## src/rtl/core/qxm_pkg.sv

```systemverilog
package qxm_pkg;

    localparam int CMD_W   = 16;
    localparam int STICK_W = 12;
    localparam int CFG_W   = 12;
    localparam int FACT_W  = 9;
    localparam int MOTOR_W = 14;
    localparam int KIND_W  = 2;
    localparam int IDX_W   = 2;

    // internal widths, sized to the value ranges
    localparam int CLAMP_W = 11;   // +/-1000
    localparam int RANGE_W = 13;   // pwm_max - pwm_min
    localparam int PROD_W  = 24;   // clamped cmd * range
    localparam int BASE_W  = 26;   // stick * range + pwm_min * 4096
    localparam int TPROD_W = 36;   // base * thr_gain
    localparam int MAG_W   = 22;   // |cmd * range|
    localparam int RECIP_W = 23;
    localparam int QUO_W   = 12;   // |term|
    localparam int TERM_W  = 13;
    localparam int THR_W   = 15;
    localparam int MIX_W   = 15;
    localparam int SUM_W   = 16;   // thr + mix
    localparam int ADJ_W   = 17;   // adjusted throttle
    localparam int FIN_W   = 18;   // adjusted throttle + mix
    localparam int THR_FRAC = 20;
    localparam int RECIP_SHIFT = 32;

    localparam logic signed [CLAMP_W-1:0] CMD_LIMIT = 11'sd1000;
    // ceil(2^32 / 1000): exact floor division for magnitudes below 2^22
    localparam logic [RECIP_W-1:0] RECIP_1000 = 23'd4294968;
    localparam logic signed [TPROD_W-1:0] THR_HALF = 36'sd524288;

    localparam logic signed [MOTOR_W-1:0] MOTOR_HI = 14'sd8191;
    localparam logic signed [MOTOR_W-1:0] MOTOR_LO = -14'sd8192;

    localparam logic [IDX_W-1:0] REG_PWM_MIN    = 2'd0;
    localparam logic [IDX_W-1:0] REG_PWM_MAX    = 2'd1;
    localparam logic [IDX_W-1:0] REG_IDLE_STICK = 2'd2;
    localparam logic [IDX_W-1:0] REG_THR_GAIN   = 2'd3;

    localparam logic [CFG_W-1:0]  PWM_MIN_RST    = 12'd100;
    localparam logic [CFG_W-1:0]  PWM_MAX_RST    = 12'd1000;
    localparam logic [CFG_W-1:0]  IDLE_STICK_RST = 12'd410;
    localparam logic [FACT_W-1:0] THR_GAIN_RST   = 9'd230;

    localparam logic [KIND_W-1:0] KIND_KEEP  = 2'd0;
    localparam logic [KIND_W-1:0] KIND_LOWER = 2'd1;
    localparam logic [KIND_W-1:0] KIND_RAISE = 2'd2;

    typedef struct packed {
        logic [CFG_W-1:0]  pwm_min;
        logic [CFG_W-1:0]  pwm_max;
        logic [CFG_W-1:0]  idle_stick;
        logic [FACT_W-1:0] thr_gain;
    } cfg_t;

    typedef struct packed {
        logic                      armed;
        logic signed [PROD_W-1:0]  p_prod;
        logic signed [PROD_W-1:0]  r_prod;
        logic signed [PROD_W-1:0]  y_prod;
        logic signed [BASE_W-1:0]  thr_base;
    } front_t;

endpackage

```

## src/rtl/core/quad_x_motor_mixer.sv

```systemverilog
// channel   direction  handshake                  payload
// s_        in         s_valid / s_ready          pitch, roll, yaw, stick, armed
// m_        out        m_valid / m_ready          four motor commands, desat kind
// cfg_      in         cfg_valid / cfg_ready      cfg_index, cfg_data
//
// One sample per cycle sustained while the m_ side accepts; a result passes through
// one front register, the queue and four back stages (multiply, round and mix,
// extremes, final sum).
// Synchronous active-low reset restores the register defaults and empties all stages.
// A stalled m_ side fills the back stages, then the queue, then holds s_ready low.
// cfg_ready is always high.
module quad_x_motor_mixer #(
    parameter int QUEUE_DEPTH = 4
) (
    input  logic                                   aclk,
    input  logic                                   aresetn,
    input  logic                                   s_valid,
    output logic                                   s_ready,
    input  logic signed [qxm_pkg::CMD_W-1:0]       s_pitch_cmd,
    input  logic signed [qxm_pkg::CMD_W-1:0]       s_roll_cmd,
    input  logic signed [qxm_pkg::CMD_W-1:0]       s_yaw_cmd,
    input  logic [qxm_pkg::STICK_W-1:0]            s_throttle_stick,
    input  logic                                   s_armed,
    output logic                                   m_valid,
    input  logic                                   m_ready,
    output logic signed [qxm_pkg::MOTOR_W-1:0]     m_motor_front_a,
    output logic signed [qxm_pkg::MOTOR_W-1:0]     m_motor_front_b,
    output logic signed [qxm_pkg::MOTOR_W-1:0]     m_motor_rear_a,
    output logic signed [qxm_pkg::MOTOR_W-1:0]     m_motor_rear_b,
    output logic [qxm_pkg::KIND_W-1:0]             m_desat_kind,
    input  logic                                   cfg_valid,
    output logic                                   cfg_ready,
    input  logic [qxm_pkg::IDX_W-1:0]              cfg_index,
    input  logic [qxm_pkg::CFG_W-1:0]              cfg_data
);

    qxm_pkg::cfg_t    cfg_reg;
    logic             f_valid, f_ready;
    qxm_pkg::front_t  f_data;
    logic             q_valid, q_ready;
    qxm_pkg::front_t  q_data;

    assign cfg_ready = 1'b1;

    always_ff @(posedge aclk) begin
        if (!aresetn) begin
            cfg_reg.pwm_min    <= qxm_pkg::PWM_MIN_RST;
            cfg_reg.pwm_max    <= qxm_pkg::PWM_MAX_RST;
            cfg_reg.idle_stick <= qxm_pkg::IDLE_STICK_RST;
            cfg_reg.thr_gain   <= qxm_pkg::THR_GAIN_RST;
        end else if (cfg_valid && cfg_ready) begin
            unique case (cfg_index)
                qxm_pkg::REG_PWM_MIN: begin
                    cfg_reg.pwm_min <= cfg_data;
                end
                qxm_pkg::REG_PWM_MAX: begin
                    cfg_reg.pwm_max <= cfg_data;
                end
                qxm_pkg::REG_IDLE_STICK: begin
                    cfg_reg.idle_stick <= cfg_data;
                end
                qxm_pkg::REG_THR_GAIN: begin
                    cfg_reg.thr_gain <= cfg_data[qxm_pkg::FACT_W-1:0];
                end
            endcase
        end
    end

    qxm_front u_front (
        .aclk             (aclk),
        .aresetn          (aresetn),
        .cfg              (cfg_reg),
        .s_valid          (s_valid),
        .s_ready          (s_ready),
        .s_pitch_cmd      (s_pitch_cmd),
        .s_roll_cmd       (s_roll_cmd),
        .s_yaw_cmd        (s_yaw_cmd),
        .s_throttle_stick (s_throttle_stick),
        .s_armed          (s_armed),
        .f_valid          (f_valid),
        .f_ready          (f_ready),
        .f_data           (f_data)
    );

    qxm_fifo #(
        .DEPTH (QUEUE_DEPTH)
    ) u_fifo (
        .aclk      (aclk),
        .aresetn   (aresetn),
        .in_valid  (f_valid),
        .in_ready  (f_ready),
        .in_data   (f_data),
        .out_valid (q_valid),
        .out_ready (q_ready),
        .out_data  (q_data)
    );

    qxm_back u_back (
        .aclk            (aclk),
        .aresetn         (aresetn),
        .cfg             (cfg_reg),
        .in_valid        (q_valid),
        .in_ready        (q_ready),
        .in_data         (q_data),
        .m_valid         (m_valid),
        .m_ready         (m_ready),
        .m_motor_front_a (m_motor_front_a),
        .m_motor_front_b (m_motor_front_b),
        .m_motor_rear_a  (m_motor_rear_a),
        .m_motor_rear_b  (m_motor_rear_b),
        .m_desat_kind    (m_desat_kind)
    );

endmodule

```

## src/rtl/core/qxm_front.sv

```systemverilog
module qxm_front (
    input  logic                                   aclk,
    input  logic                                   aresetn,
    input  qxm_pkg::cfg_t                          cfg,
    input  logic                                   s_valid,
    output logic                                   s_ready,
    input  logic signed [qxm_pkg::CMD_W-1:0]       s_pitch_cmd,
    input  logic signed [qxm_pkg::CMD_W-1:0]       s_roll_cmd,
    input  logic signed [qxm_pkg::CMD_W-1:0]       s_yaw_cmd,
    input  logic [qxm_pkg::STICK_W-1:0]            s_throttle_stick,
    input  logic                                   s_armed,
    output logic                                   f_valid,
    input  logic                                   f_ready,
    output qxm_pkg::front_t                        f_data
);

    function automatic logic signed [qxm_pkg::CLAMP_W-1:0] clamp_cmd(
        input logic signed [qxm_pkg::CMD_W-1:0] c
    );
        logic signed [qxm_pkg::CLAMP_W-1:0] r;
        if (c > qxm_pkg::CMD_W'(qxm_pkg::CMD_LIMIT)) begin
            r = qxm_pkg::CMD_LIMIT;
        end else if (c < -qxm_pkg::CMD_W'(qxm_pkg::CMD_LIMIT)) begin
            r = -qxm_pkg::CMD_LIMIT;
        end else begin
            r = c[qxm_pkg::CLAMP_W-1:0];
        end
        return r;
    endfunction

    logic                                  f_valid_reg;
    qxm_pkg::front_t                       f_data_reg;
    qxm_pkg::front_t                       f_data_next;
    logic                                  load;
    logic                                  active;
    logic signed [qxm_pkg::RANGE_W-1:0]    range;
    logic signed [qxm_pkg::CLAMP_W-1:0]    pc, rc, yc;

    assign s_ready = !f_valid_reg || f_ready;
    assign load    = s_valid && s_ready;
    assign f_valid = f_valid_reg;
    assign f_data  = f_data_reg;

    always_comb begin
        range  = $signed({1'b0, cfg.pwm_max}) - $signed({1'b0, cfg.pwm_min});
        active = s_throttle_stick >= cfg.idle_stick;
        pc     = clamp_cmd(s_pitch_cmd);
        rc     = clamp_cmd(s_roll_cmd);
        yc     = clamp_cmd(s_yaw_cmd);
        f_data_next.armed  = s_armed;
        // below idle stick the attitude terms drop out
        f_data_next.p_prod = active ? qxm_pkg::PROD_W'(pc * range) : '0;
        f_data_next.r_prod = active ? qxm_pkg::PROD_W'(rc * range) : '0;
        f_data_next.y_prod = active ? qxm_pkg::PROD_W'(yc * range) : '0;
        f_data_next.thr_base =
            qxm_pkg::BASE_W'($signed({1'b0, s_throttle_stick}) * range)
            + $signed({2'b00, cfg.pwm_min, 12'b0});
    end

    always_ff @(posedge aclk) begin
        if (!aresetn) begin
            f_valid_reg <= 1'b0;
        end else if (s_ready) begin
            f_valid_reg <= s_valid;
        end
    end

    always_ff @(posedge aclk) begin
        if (load) begin
            f_data_reg <= f_data_next;
        end
    end

endmodule

```

## src/rtl/core/qxm_fifo.sv

```systemverilog
module qxm_fifo #(
    parameter int DEPTH = 4
) (
    input  logic             aclk,
    input  logic             aresetn,
    input  logic             in_valid,
    output logic             in_ready,
    input  qxm_pkg::front_t  in_data,
    output logic             out_valid,
    input  logic             out_ready,
    output qxm_pkg::front_t  out_data
);

    localparam int PTR_W = (DEPTH > 1) ? $clog2(DEPTH) : 1;
    localparam int CNT_W = $clog2(DEPTH + 1);

    qxm_pkg::front_t     mem_reg [DEPTH];
    logic [PTR_W-1:0]    wr_ptr_reg, wr_ptr_next;
    logic [PTR_W-1:0]    rd_ptr_reg, rd_ptr_next;
    logic [CNT_W-1:0]    count_reg, count_next;
    logic                push, pop;

    assign in_ready  = count_reg != CNT_W'(DEPTH);
    assign out_valid = count_reg != '0;
    assign out_data  = mem_reg[rd_ptr_reg];
    assign push      = in_valid && in_ready;
    assign pop       = out_valid && out_ready;

    always_comb begin
        wr_ptr_next = wr_ptr_reg;
        rd_ptr_next = rd_ptr_reg;
        count_next  = count_reg;
        if (push) begin
            wr_ptr_next = (wr_ptr_reg == PTR_W'(DEPTH - 1)) ? '0 : wr_ptr_reg + 1'b1;
        end
        if (pop) begin
            rd_ptr_next = (rd_ptr_reg == PTR_W'(DEPTH - 1)) ? '0 : rd_ptr_reg + 1'b1;
        end
        if (push && !pop) begin
            count_next = count_reg + 1'b1;
        end else if (pop && !push) begin
            count_next = count_reg - 1'b1;
        end
    end

    always_ff @(posedge aclk) begin
        if (!aresetn) begin
            wr_ptr_reg <= '0;
            rd_ptr_reg <= '0;
            count_reg  <= '0;
        end else begin
            wr_ptr_reg <= wr_ptr_next;
            rd_ptr_reg <= rd_ptr_next;
            count_reg  <= count_next;
        end
    end

    always_ff @(posedge aclk) begin
        if (push) begin
            mem_reg[wr_ptr_reg] <= in_data;
        end
    end

    a_count_up: assert property (@(posedge aclk) disable iff (!aresetn)
        push && !pop |=> count_reg == $past(count_reg) + 1'b1)
        else $error("queue count did not grow on transfer in");

    a_count_down: assert property (@(posedge aclk) disable iff (!aresetn)
        pop && !push |=> count_reg == $past(count_reg) - 1'b1)
        else $error("queue count did not shrink on transfer out");

endmodule

```

## src/rtl/core/qxm_back.sv

```systemverilog
module qxm_back (
    input  logic                                   aclk,
    input  logic                                   aresetn,
    input  qxm_pkg::cfg_t                          cfg,
    input  logic                                   in_valid,
    output logic                                   in_ready,
    input  qxm_pkg::front_t                        in_data,
    output logic                                   m_valid,
    input  logic                                   m_ready,
    output logic signed [qxm_pkg::MOTOR_W-1:0]     m_motor_front_a,
    output logic signed [qxm_pkg::MOTOR_W-1:0]     m_motor_front_b,
    output logic signed [qxm_pkg::MOTOR_W-1:0]     m_motor_rear_a,
    output logic signed [qxm_pkg::MOTOR_W-1:0]     m_motor_rear_b,
    output logic [qxm_pkg::KIND_W-1:0]             m_desat_kind
);

    // |x| / 1000 by reciprocal multiply, exact for |x| < 2^22
    function automatic logic [qxm_pkg::QUO_W-1:0] div1000(
        input logic signed [qxm_pkg::PROD_W-1:0] x
    );
        logic [qxm_pkg::PROD_W-1:0]                  a;
        logic [qxm_pkg::MAG_W+qxm_pkg::RECIP_W-1:0]  prod;
        a    = x[qxm_pkg::PROD_W-1] ? qxm_pkg::PROD_W'(-x) : qxm_pkg::PROD_W'(x);
        prod = a[qxm_pkg::MAG_W-1:0] * qxm_pkg::RECIP_1000;
        return prod[qxm_pkg::RECIP_SHIFT +: qxm_pkg::QUO_W];
    endfunction

    function automatic logic signed [qxm_pkg::TERM_W-1:0] apply_sign(
        input logic [qxm_pkg::QUO_W-1:0] q,
        input logic                      neg
    );
        logic signed [qxm_pkg::TERM_W-1:0] t;
        t = $signed({1'b0, q});
        return neg ? -t : t;
    endfunction

    function automatic logic signed [qxm_pkg::MOTOR_W-1:0] sat_motor(
        input logic signed [qxm_pkg::FIN_W-1:0] v
    );
        logic signed [qxm_pkg::MOTOR_W-1:0] r;
        if (v > qxm_pkg::FIN_W'(qxm_pkg::MOTOR_HI)) begin
            r = qxm_pkg::MOTOR_HI;
        end else if (v < qxm_pkg::FIN_W'(qxm_pkg::MOTOR_LO)) begin
            r = qxm_pkg::MOTOR_LO;
        end else begin
            r = v[qxm_pkg::MOTOR_W-1:0];
        end
        return r;
    endfunction

    function automatic logic signed [qxm_pkg::SUM_W-1:0] smax(
        input logic signed [qxm_pkg::SUM_W-1:0] a,
        input logic signed [qxm_pkg::SUM_W-1:0] b
    );
        return (a > b) ? a : b;
    endfunction

    function automatic logic signed [qxm_pkg::SUM_W-1:0] smin(
        input logic signed [qxm_pkg::SUM_W-1:0] a,
        input logic signed [qxm_pkg::SUM_W-1:0] b
    );
        return (a < b) ? a : b;
    endfunction

    logic en1, en2, en3, en4;
    logic s1_valid_reg, s2_valid_reg, s3_valid_reg, s4_valid_reg;

    // stage 1: throttle product and term quotients
    logic signed [qxm_pkg::TPROD_W-1:0]  s1_tprod_reg, s1_tprod_next;
    logic [qxm_pkg::QUO_W-1:0]           s1_quo_reg [3];
    logic [qxm_pkg::QUO_W-1:0]           s1_quo_next [3];
    logic [2:0]                          s1_neg_reg, s1_neg_next;
    logic                                s1_armed_reg;

    // stage 2: rounded throttle and the X mix
    logic signed [qxm_pkg::TPROD_W-1:0]  rnd;
    logic signed [qxm_pkg::TERM_W-1:0]   tp, tr, ty;
    logic signed [qxm_pkg::MIX_W-1:0]    ep, er, ey;
    logic signed [qxm_pkg::THR_W-1:0]    s2_thr_reg, s2_thr_next;
    logic signed [qxm_pkg::MIX_W-1:0]    s2_mix_reg [4];
    logic signed [qxm_pkg::MIX_W-1:0]    s2_mix_next [4];
    logic                                s2_armed_reg;

    // stage 3: extremes and throttle correction
    logic signed [qxm_pkg::SUM_W-1:0]    msum [4];
    logic signed [qxm_pkg::SUM_W-1:0]    mx, mn;
    logic signed [qxm_pkg::ADJ_W-1:0]    s3_adj_reg, s3_adj_next;
    logic signed [qxm_pkg::MIX_W-1:0]    s3_mix_reg [4];
    logic [qxm_pkg::KIND_W-1:0]          s3_kind_reg, s3_kind_next;
    logic [qxm_pkg::CFG_W-1:0]           s3_lim_reg, s3_lim_next;
    logic                                s3_armed_reg;

    // stage 4: output register
    logic signed [qxm_pkg::MOTOR_W-1:0]  s4_motor_reg [4];
    logic signed [qxm_pkg::MOTOR_W-1:0]  s4_motor_next [4];
    logic [qxm_pkg::KIND_W-1:0]          s4_kind_reg, s4_kind_next;
    logic [qxm_pkg::CFG_W-1:0]           s4_lim_reg;

    assign en4      = !s4_valid_reg || m_ready;
    assign en3      = !s3_valid_reg || en4;
    assign en2      = !s2_valid_reg || en3;
    assign en1      = !s1_valid_reg || en2;
    assign in_ready = en1;

    assign m_valid         = s4_valid_reg;
    assign m_motor_front_a = s4_motor_reg[0];
    assign m_motor_front_b = s4_motor_reg[1];
    assign m_motor_rear_a  = s4_motor_reg[2];
    assign m_motor_rear_b  = s4_motor_reg[3];
    assign m_desat_kind    = s4_kind_reg;

    always_ff @(posedge aclk) begin
        if (!aresetn) begin
            s1_valid_reg <= 1'b0;
            s2_valid_reg <= 1'b0;
            s3_valid_reg <= 1'b0;
            s4_valid_reg <= 1'b0;
        end else begin
            if (en1) begin
                s1_valid_reg <= in_valid;
            end
            if (en2) begin
                s2_valid_reg <= s1_valid_reg;
            end
            if (en3) begin
                s3_valid_reg <= s2_valid_reg;
            end
            if (en4) begin
                s4_valid_reg <= s3_valid_reg;
            end
        end
    end

    always_comb begin
        s1_tprod_next = qxm_pkg::TPROD_W'(in_data.thr_base
                                          * $signed({1'b0, cfg.thr_gain}));
        s1_quo_next[0] = div1000(in_data.p_prod);
        s1_quo_next[1] = div1000(in_data.r_prod);
        s1_quo_next[2] = div1000(in_data.y_prod);
        s1_neg_next    = {in_data.y_prod[qxm_pkg::PROD_W-1],
                          in_data.r_prod[qxm_pkg::PROD_W-1],
                          in_data.p_prod[qxm_pkg::PROD_W-1]};
    end

    always_ff @(posedge aclk) begin
        if (en1 && in_valid) begin
            s1_tprod_reg <= s1_tprod_next;
            s1_quo_reg   <= s1_quo_next;
            s1_neg_reg   <= s1_neg_next;
            s1_armed_reg <= in_data.armed;
        end
    end

    always_comb begin
        // round half up, then floor shift
        rnd         = s1_tprod_reg + qxm_pkg::THR_HALF;
        s2_thr_next = rnd[qxm_pkg::THR_FRAC +: qxm_pkg::THR_W];
        tp = apply_sign(s1_quo_reg[0], s1_neg_reg[0]);
        tr = apply_sign(s1_quo_reg[1], s1_neg_reg[1]);
        ty = apply_sign(s1_quo_reg[2], s1_neg_reg[2]);
        ep = qxm_pkg::MIX_W'(tp);
        er = qxm_pkg::MIX_W'(tr);
        ey = qxm_pkg::MIX_W'(ty);
        s2_mix_next[0] =  ep + er + ey;
        s2_mix_next[1] = -ep + er - ey;
        s2_mix_next[2] = -ep - er + ey;
        s2_mix_next[3] =  ep - er - ey;
    end

    always_ff @(posedge aclk) begin
        if (en2 && s1_valid_reg) begin
            s2_thr_reg   <= s2_thr_next;
            s2_mix_reg   <= s2_mix_next;
            s2_armed_reg <= s1_armed_reg;
        end
    end

    always_comb begin
        for (int i = 0; i < 4; i++) begin
            msum[i] = qxm_pkg::SUM_W'(s2_thr_reg) + qxm_pkg::SUM_W'(s2_mix_reg[i]);
        end
        mx = smax(smax(msum[0], msum[1]), smax(msum[2], msum[3]));
        mn = smin(smin(msum[0], msum[1]), smin(msum[2], msum[3]));
        // the high limit wins; the low limit is checked only when no overshoot
        priority if (mx > $signed({4'b0000, cfg.pwm_max})) begin
            s3_adj_next  = qxm_pkg::ADJ_W'(s2_thr_reg) - qxm_pkg::ADJ_W'(mx)
                           + $signed({5'b00000, cfg.pwm_max});
            s3_kind_next = qxm_pkg::KIND_LOWER;
            s3_lim_next  = cfg.pwm_max;
        end else if (mn < $signed({4'b0000, cfg.pwm_min})) begin
            s3_adj_next  = qxm_pkg::ADJ_W'(s2_thr_reg) - qxm_pkg::ADJ_W'(mn)
                           + $signed({5'b00000, cfg.pwm_min});
            s3_kind_next = qxm_pkg::KIND_RAISE;
            s3_lim_next  = cfg.pwm_min;
        end else begin
            s3_adj_next  = qxm_pkg::ADJ_W'(s2_thr_reg);
            s3_kind_next = qxm_pkg::KIND_KEEP;
            s3_lim_next  = cfg.pwm_max;
        end
    end

    always_ff @(posedge aclk) begin
        if (en3 && s2_valid_reg) begin
            s3_adj_reg   <= s3_adj_next;
            s3_mix_reg   <= s2_mix_reg;
            s3_kind_reg  <= s3_kind_next;
            s3_lim_reg   <= s3_lim_next;
            s3_armed_reg <= s2_armed_reg;
        end
    end

    always_comb begin
        for (int i = 0; i < 4; i++) begin
            s4_motor_next[i] = s3_armed_reg
                ? sat_motor(qxm_pkg::FIN_W'(s3_adj_reg) + qxm_pkg::FIN_W'(s3_mix_reg[i]))
                : '0;
        end
        s4_kind_next = s3_armed_reg ? s3_kind_reg : qxm_pkg::KIND_KEEP;
    end

    always_ff @(posedge aclk) begin
        if (en4 && s3_valid_reg) begin
            s4_motor_reg <= s4_motor_next;
            s4_kind_reg  <= s4_kind_next;
            s4_lim_reg   <= s3_lim_reg;
        end
    end

    // after lowering, the highest motor sits exactly on pwm_max
    a_lower_hits_max: assert property (@(posedge aclk) disable iff (!aresetn)
        m_valid && m_desat_kind == qxm_pkg::KIND_LOWER |->
            s4_motor_reg[0] == $signed({2'b00, s4_lim_reg})
            || s4_motor_reg[1] == $signed({2'b00, s4_lim_reg})
            || s4_motor_reg[2] == $signed({2'b00, s4_lim_reg})
            || s4_motor_reg[3] == $signed({2'b00, s4_lim_reg}))
        else $error("lowered throttle does not put a motor on the high limit");

    // after raising, the lowest motor sits exactly on pwm_min
    a_raise_hits_min: assert property (@(posedge aclk) disable iff (!aresetn)
        m_valid && m_desat_kind == qxm_pkg::KIND_RAISE |->
            s4_motor_reg[0] == $signed({2'b00, s4_lim_reg})
            || s4_motor_reg[1] == $signed({2'b00, s4_lim_reg})
            || s4_motor_reg[2] == $signed({2'b00, s4_lim_reg})
            || s4_motor_reg[3] == $signed({2'b00, s4_lim_reg}))
        else $error("raised throttle does not put a motor on the low limit");

endmodule

```

## config.mk

```make
export PLATFORM = sky130hd
export DESIGN_NAME = quad_x_motor_mixer
export DESIGN_NICKNAME = d
export VERILOG_FILES = /design/src/rtl/core/qxm_pkg.sv /design/src/rtl/core/quad_x_motor_mixer.sv /design/src/rtl/core/qxm_front.sv /design/src/rtl/core/qxm_fifo.sv /design/src/rtl/core/qxm_back.sv
export SDC_FILE = /design/constraint.sdc
export NUM_CORES = 2
export LEC_CHECK = 0
export BUFFER_PORTS_ARGS = -buffer_cell sky130_fd_sc_hd__buf_4
export CAP_MARGIN = 25
export CORE_MARGIN = 5
export CORE_UTILIZATION = 55
export CTS_BUF_LIST = sky130_fd_sc_hd__clkbuf_2 sky130_fd_sc_hd__clkbuf_4 sky130_fd_sc_hd__clkbuf_8
export CTS_CLUSTER_DIAMETER = 50
export CTS_CLUSTER_SIZE = 25
export DETAILED_ROUTE_END_ITERATION = 12
export PLACE_DENSITY = 0.69
export SLEW_MARGIN = 20
export SYNTH_ARGS = -nofsm -noshare
export SYNTH_HDL_FRONTEND = slang
export SYNTH_SLANG_ARGS = --single-unit
```

## constraint.sdc

```tcl
create_clock -name aclk -period 19.9 [get_ports aclk]
set_clock_uncertainty 0.05 [all_clocks]
set_input_delay 3.98 -clock aclk [delete_from_list [all_inputs] [get_ports aclk]]
set_output_delay 3.98 -clock aclk [all_outputs]
set_load 0.005 [all_outputs]
```

==> flow_metrics.env <==
export IMPL_run_status="completed"
export IMPL_fin_cells=10800
export IMPL_min_from="u_back.s2_armed_reg$_DFFE_PP_"
export IMPL_hpwl_microns=172000
export IMPL_endpoint_kind="flip-flop"
export IMPL_clkSinkCount=805
export IMPL_die_h_microns=414
export IMPL_syn_to_final_growth_pct=6.97
export IMPL_path_max_fanout=19
export IMPL_first_global_vias=63400
export IMPL_numCtsBuffers=88
export IMPL_holdBufCountCts=0
export IMPL_yosys_area_top_type="edfxtp_1"
export IMPL_grt_use_met1_pct=36.0
export IMPL_grt_max_degree=68
export IMPL_regArea_sq_um=23600
export IMPL_row_count=148
export IMPL_syn_cell_area_sq_um=89700
export IMPL_drc=0
export IMPL_holdPathEnd="u_back.s3_armed_reg$_DFFE_PP_"
export IMPL_nets=10900
export IMPL_utilization_pct=59.1
export IMPL_ant_nets=0
export IMPL_pin_count=141
export IMPL_synthCells=8440
export IMPL_finalHoldViolCount=0
export IMPL_root_buffer="clkbuf_8"
export IMPL_rsz0062_at_grt="false"
export IMPL_cts_setup_buffers=0
export IMPL_slowest_stage="o22ai_4"
export IMPL_fmax_mhz=81.1
export IMPL_die_area_sq_um=171000
export IMPL_hp_class="flip-flop to flip-flop"
export IMPL_ys_types=93
export IMPL_cap_violations=0
export IMPL_setup_tns_ns=0
export IMPL_clk_pin_slew_ns=0.09
export IMPL_die_w_microns=414
export IMPL_rr_endpoint="u_back.s3_adj_reg[16]$_DFFE_PP_"
export IMPL_ys_warn_count=0
export IMPL_worst_pin_slew_ns=1.04
export IMPL_synth_area_leaders="edfxtp_1, fa_1, ha_1"
export IMPL_drt_vias_per_instance=5.53
export IMPL_gp_congestion=0.918
export IMPL_vias=60000
export IMPL_fillerInstances=13400
export IMPL_port_buffers=139
export IMPL_antenna_found_initial=4
export IMPL_grt_overflow_total=0
export IMPL_drtIter0Drc=3930
export IMPL_avgSynthCellArea_sq_um=10.6
export IMPL_critPathKind="flip-flop to flip-flop"
export IMPL_max_slew_margin_pct=29.8
export IMPL_dp_slack_ns=7.66
export IMPL_slew_violations=0
export IMPL_period_share_pct=61.9
export IMPL_met2_usage_pct=42.8
export IMPL_finalCriticalPeriod_ns=12.32
export IMPL_cts_resized_gates=0
export IMPL_dr_pass1_iters=7
export IMPL_met3_usage_pct=3.64
export IMPL_worstSetupStartpointType="flip-flop"
export IMPL_final_setup_worst_slack_ns=7.58
export IMPL_hold_depth=0
export IMPL_r2r_setup_slack_ns=7.58
export IMPL_cts_tree="yes"
export IMPL_largest_reg_flops=384
export IMPL_track_usage_pct=25.8
export IMPL_critPathRequiredTime_ns=20.45
export IMPL_htreeDepth=3
export IMPL_rr_worst_depth=46
export IMPL_place_inst=10700
export IMPL_design_core_area_sq_um=162000
export IMPL_grt_pass1_wl_microns=346000
export IMPL_initial_core_util_pct=55.2
export IMPL_crit_arrival_ns=12.87
export IMPL_synth_edf_count=746
export IMPL_ys_seq_area_share_pct=26.3
export IMPL_top_usage_layer="met2"
export IMPL_netlist_area_leader_share_pct=25.0
export IMPL_insertion_delay_ns=0.87
export IMPL_ys_flop_type="edfxtp_1"
export IMPL_syn_nets=10800
export IMPL_setup_violations=0
export IMPL_clk_path_buf_depth=3
export IMPL_r2r_start="u_back.s2_thr_reg[0]$_DFFE_PP_"
export IMPL_drive_above_1_share_pct=7.10
export IMPL_multiInputGateArea_sq_um=59200
export IMPL_synthArstFlopShare_pct=0
export IMPL_max_stage_delay_ns=0.63
export IMPL_cpMostUsedCell="a21oi_1"
export IMPL_wl_microns=216000
export IMPL_avgRoutedWirePerCell_microns=19.9
export IMPL_synth_seq_cells=805
[Yosys cell counts (67+ instances only)]
| master | count |
|---|---|
| mux4_2 | 95 |
| nor2_1 | 486 |
| nor2b_1 | 71 |
| edfxtp_1 | 746 |
| ha_1 | 1187 |
| mux2i_1 | 89 |
| o21ai_0 | 216 |
| nand3_1 | 67 |
| clkbuf_1 | 154 |
| fa_1 | 1098 |
| nor3_1 | 106 |
| xnor2_1 | 322 |
| a21oi_1 | 266 |
| nand2_1 | 602 |
| xor2_1 | 108 |
| and2_1 | 252 |
| a21o_1 | 140 |
| inv_1 | 1714 |
[critical path, delay by kind of cell, from the launching register on]
family,cells,cell delay (ns)
xor gates and xnor gates,1,0.09
adders and majority gates,6,2.43
and+or+nand+nor,5,1.08
AOI/OAI and AO/OA,26,6.49
buffers and inverters,3,0.47
muxes,5,1.05
DFF,1,0.45
[logic make-up after synthesis]
family / share of synthesized area, %
compound gates: 7.25
xor+xnor: 4.25
fa+ha+maj: 41.1
buf+inv: 8.04
flops: 26.3
mux: 3.65
other cells: 0.00418
simple gates: 9.42
[per-layer routing]
| layer | up-vias | part of all wire [%] |
|---|---|---|
| met5 | - | 0.0060 |
| met4 | 2 | 2.7 |
| met3 | 313 | 6.1 |
| met2 | 1679 | 47 |
| met1 | 30000 | 44 |
| li1 | 28000 | - |
[cells in the final DEF (no fill, tap or decap), types with 88 or more instances in the layout]
cell type / Yosys / layout
o21ai_0: 216 / 215
clkbuf_8: 0 / 88
inv_1: 1714 / 1714
ha_1: 1187 / 1186
nor3_1: 106 / 106
nand2_1: 602 / 602
buf_4: 5 / 237
a21oi_1: 266 / 264
mux4_2: 95 / 95
nor2_1: 486 / 486
fa_1: 1098 / 1098
mux2i_1: 89 / 89
edfxtp_1: 746 / 746
a21o_1: 140 / 140
and2_1: 252 / 248
xnor2_1: 322 / 308
xor2_1: 108 / 102
[cell type report]
cell class	count	area share, %
Sequential cell	805	24.6
Timing Repair Buffer	239	1.87
Multi-Input combinational cell	5734	61.7
Tap cell	2175	2.84
Clock inverter	71	1.01
Antenna cell	3	0.00783
Inverter	1716	6.71
Clock buffer	93	1.30
[worst max path at each step]
stage,startpoint,endpoint,cells after the start
detailed placement,u_back.s2_thr_reg[0]$_DFFE_PP_,u_back.s3_adj_reg[16]$_DFFE_PP_,46
floorplan,u_back.s2_thr_reg[0]$_DFFE_PP_,u_back.s3_adj_reg[16]$_DFFE_PP_,54
global placement,u_back.s2_thr_reg[0]$_DFFE_PP_,u_back.s3_adj_reg[16]$_DFFE_PP_,46
global route,u_back.s2_thr_reg[0]$_DFFE_PP_,u_back.s3_adj_reg[16]$_DFFE_PP_,46
CTS,u_back.s2_thr_reg[1]$_DFFE_PP_,u_back.s3_adj_reg[16]$_DFFE_PP_,45
finish,u_back.s2_thr_reg[0]$_DFFE_PP_,u_back.s3_adj_reg[16]$_DFFE_PP_,46
[through the flow]
step | area [sq um] | hold slack (ns)
after floorplan | 89700 | 0.350
after global placement | 93700 | 0.356
after detailed placement | 93700 | 0.363
after CTS | 95900 | 0.384
after global routing | 95900 | 0.395
final | 95900 | 0.381
Power is left out: the tool's default activity adds up to more than one toggle a clock period on the data nets, which glitch-free logic cannot reach.
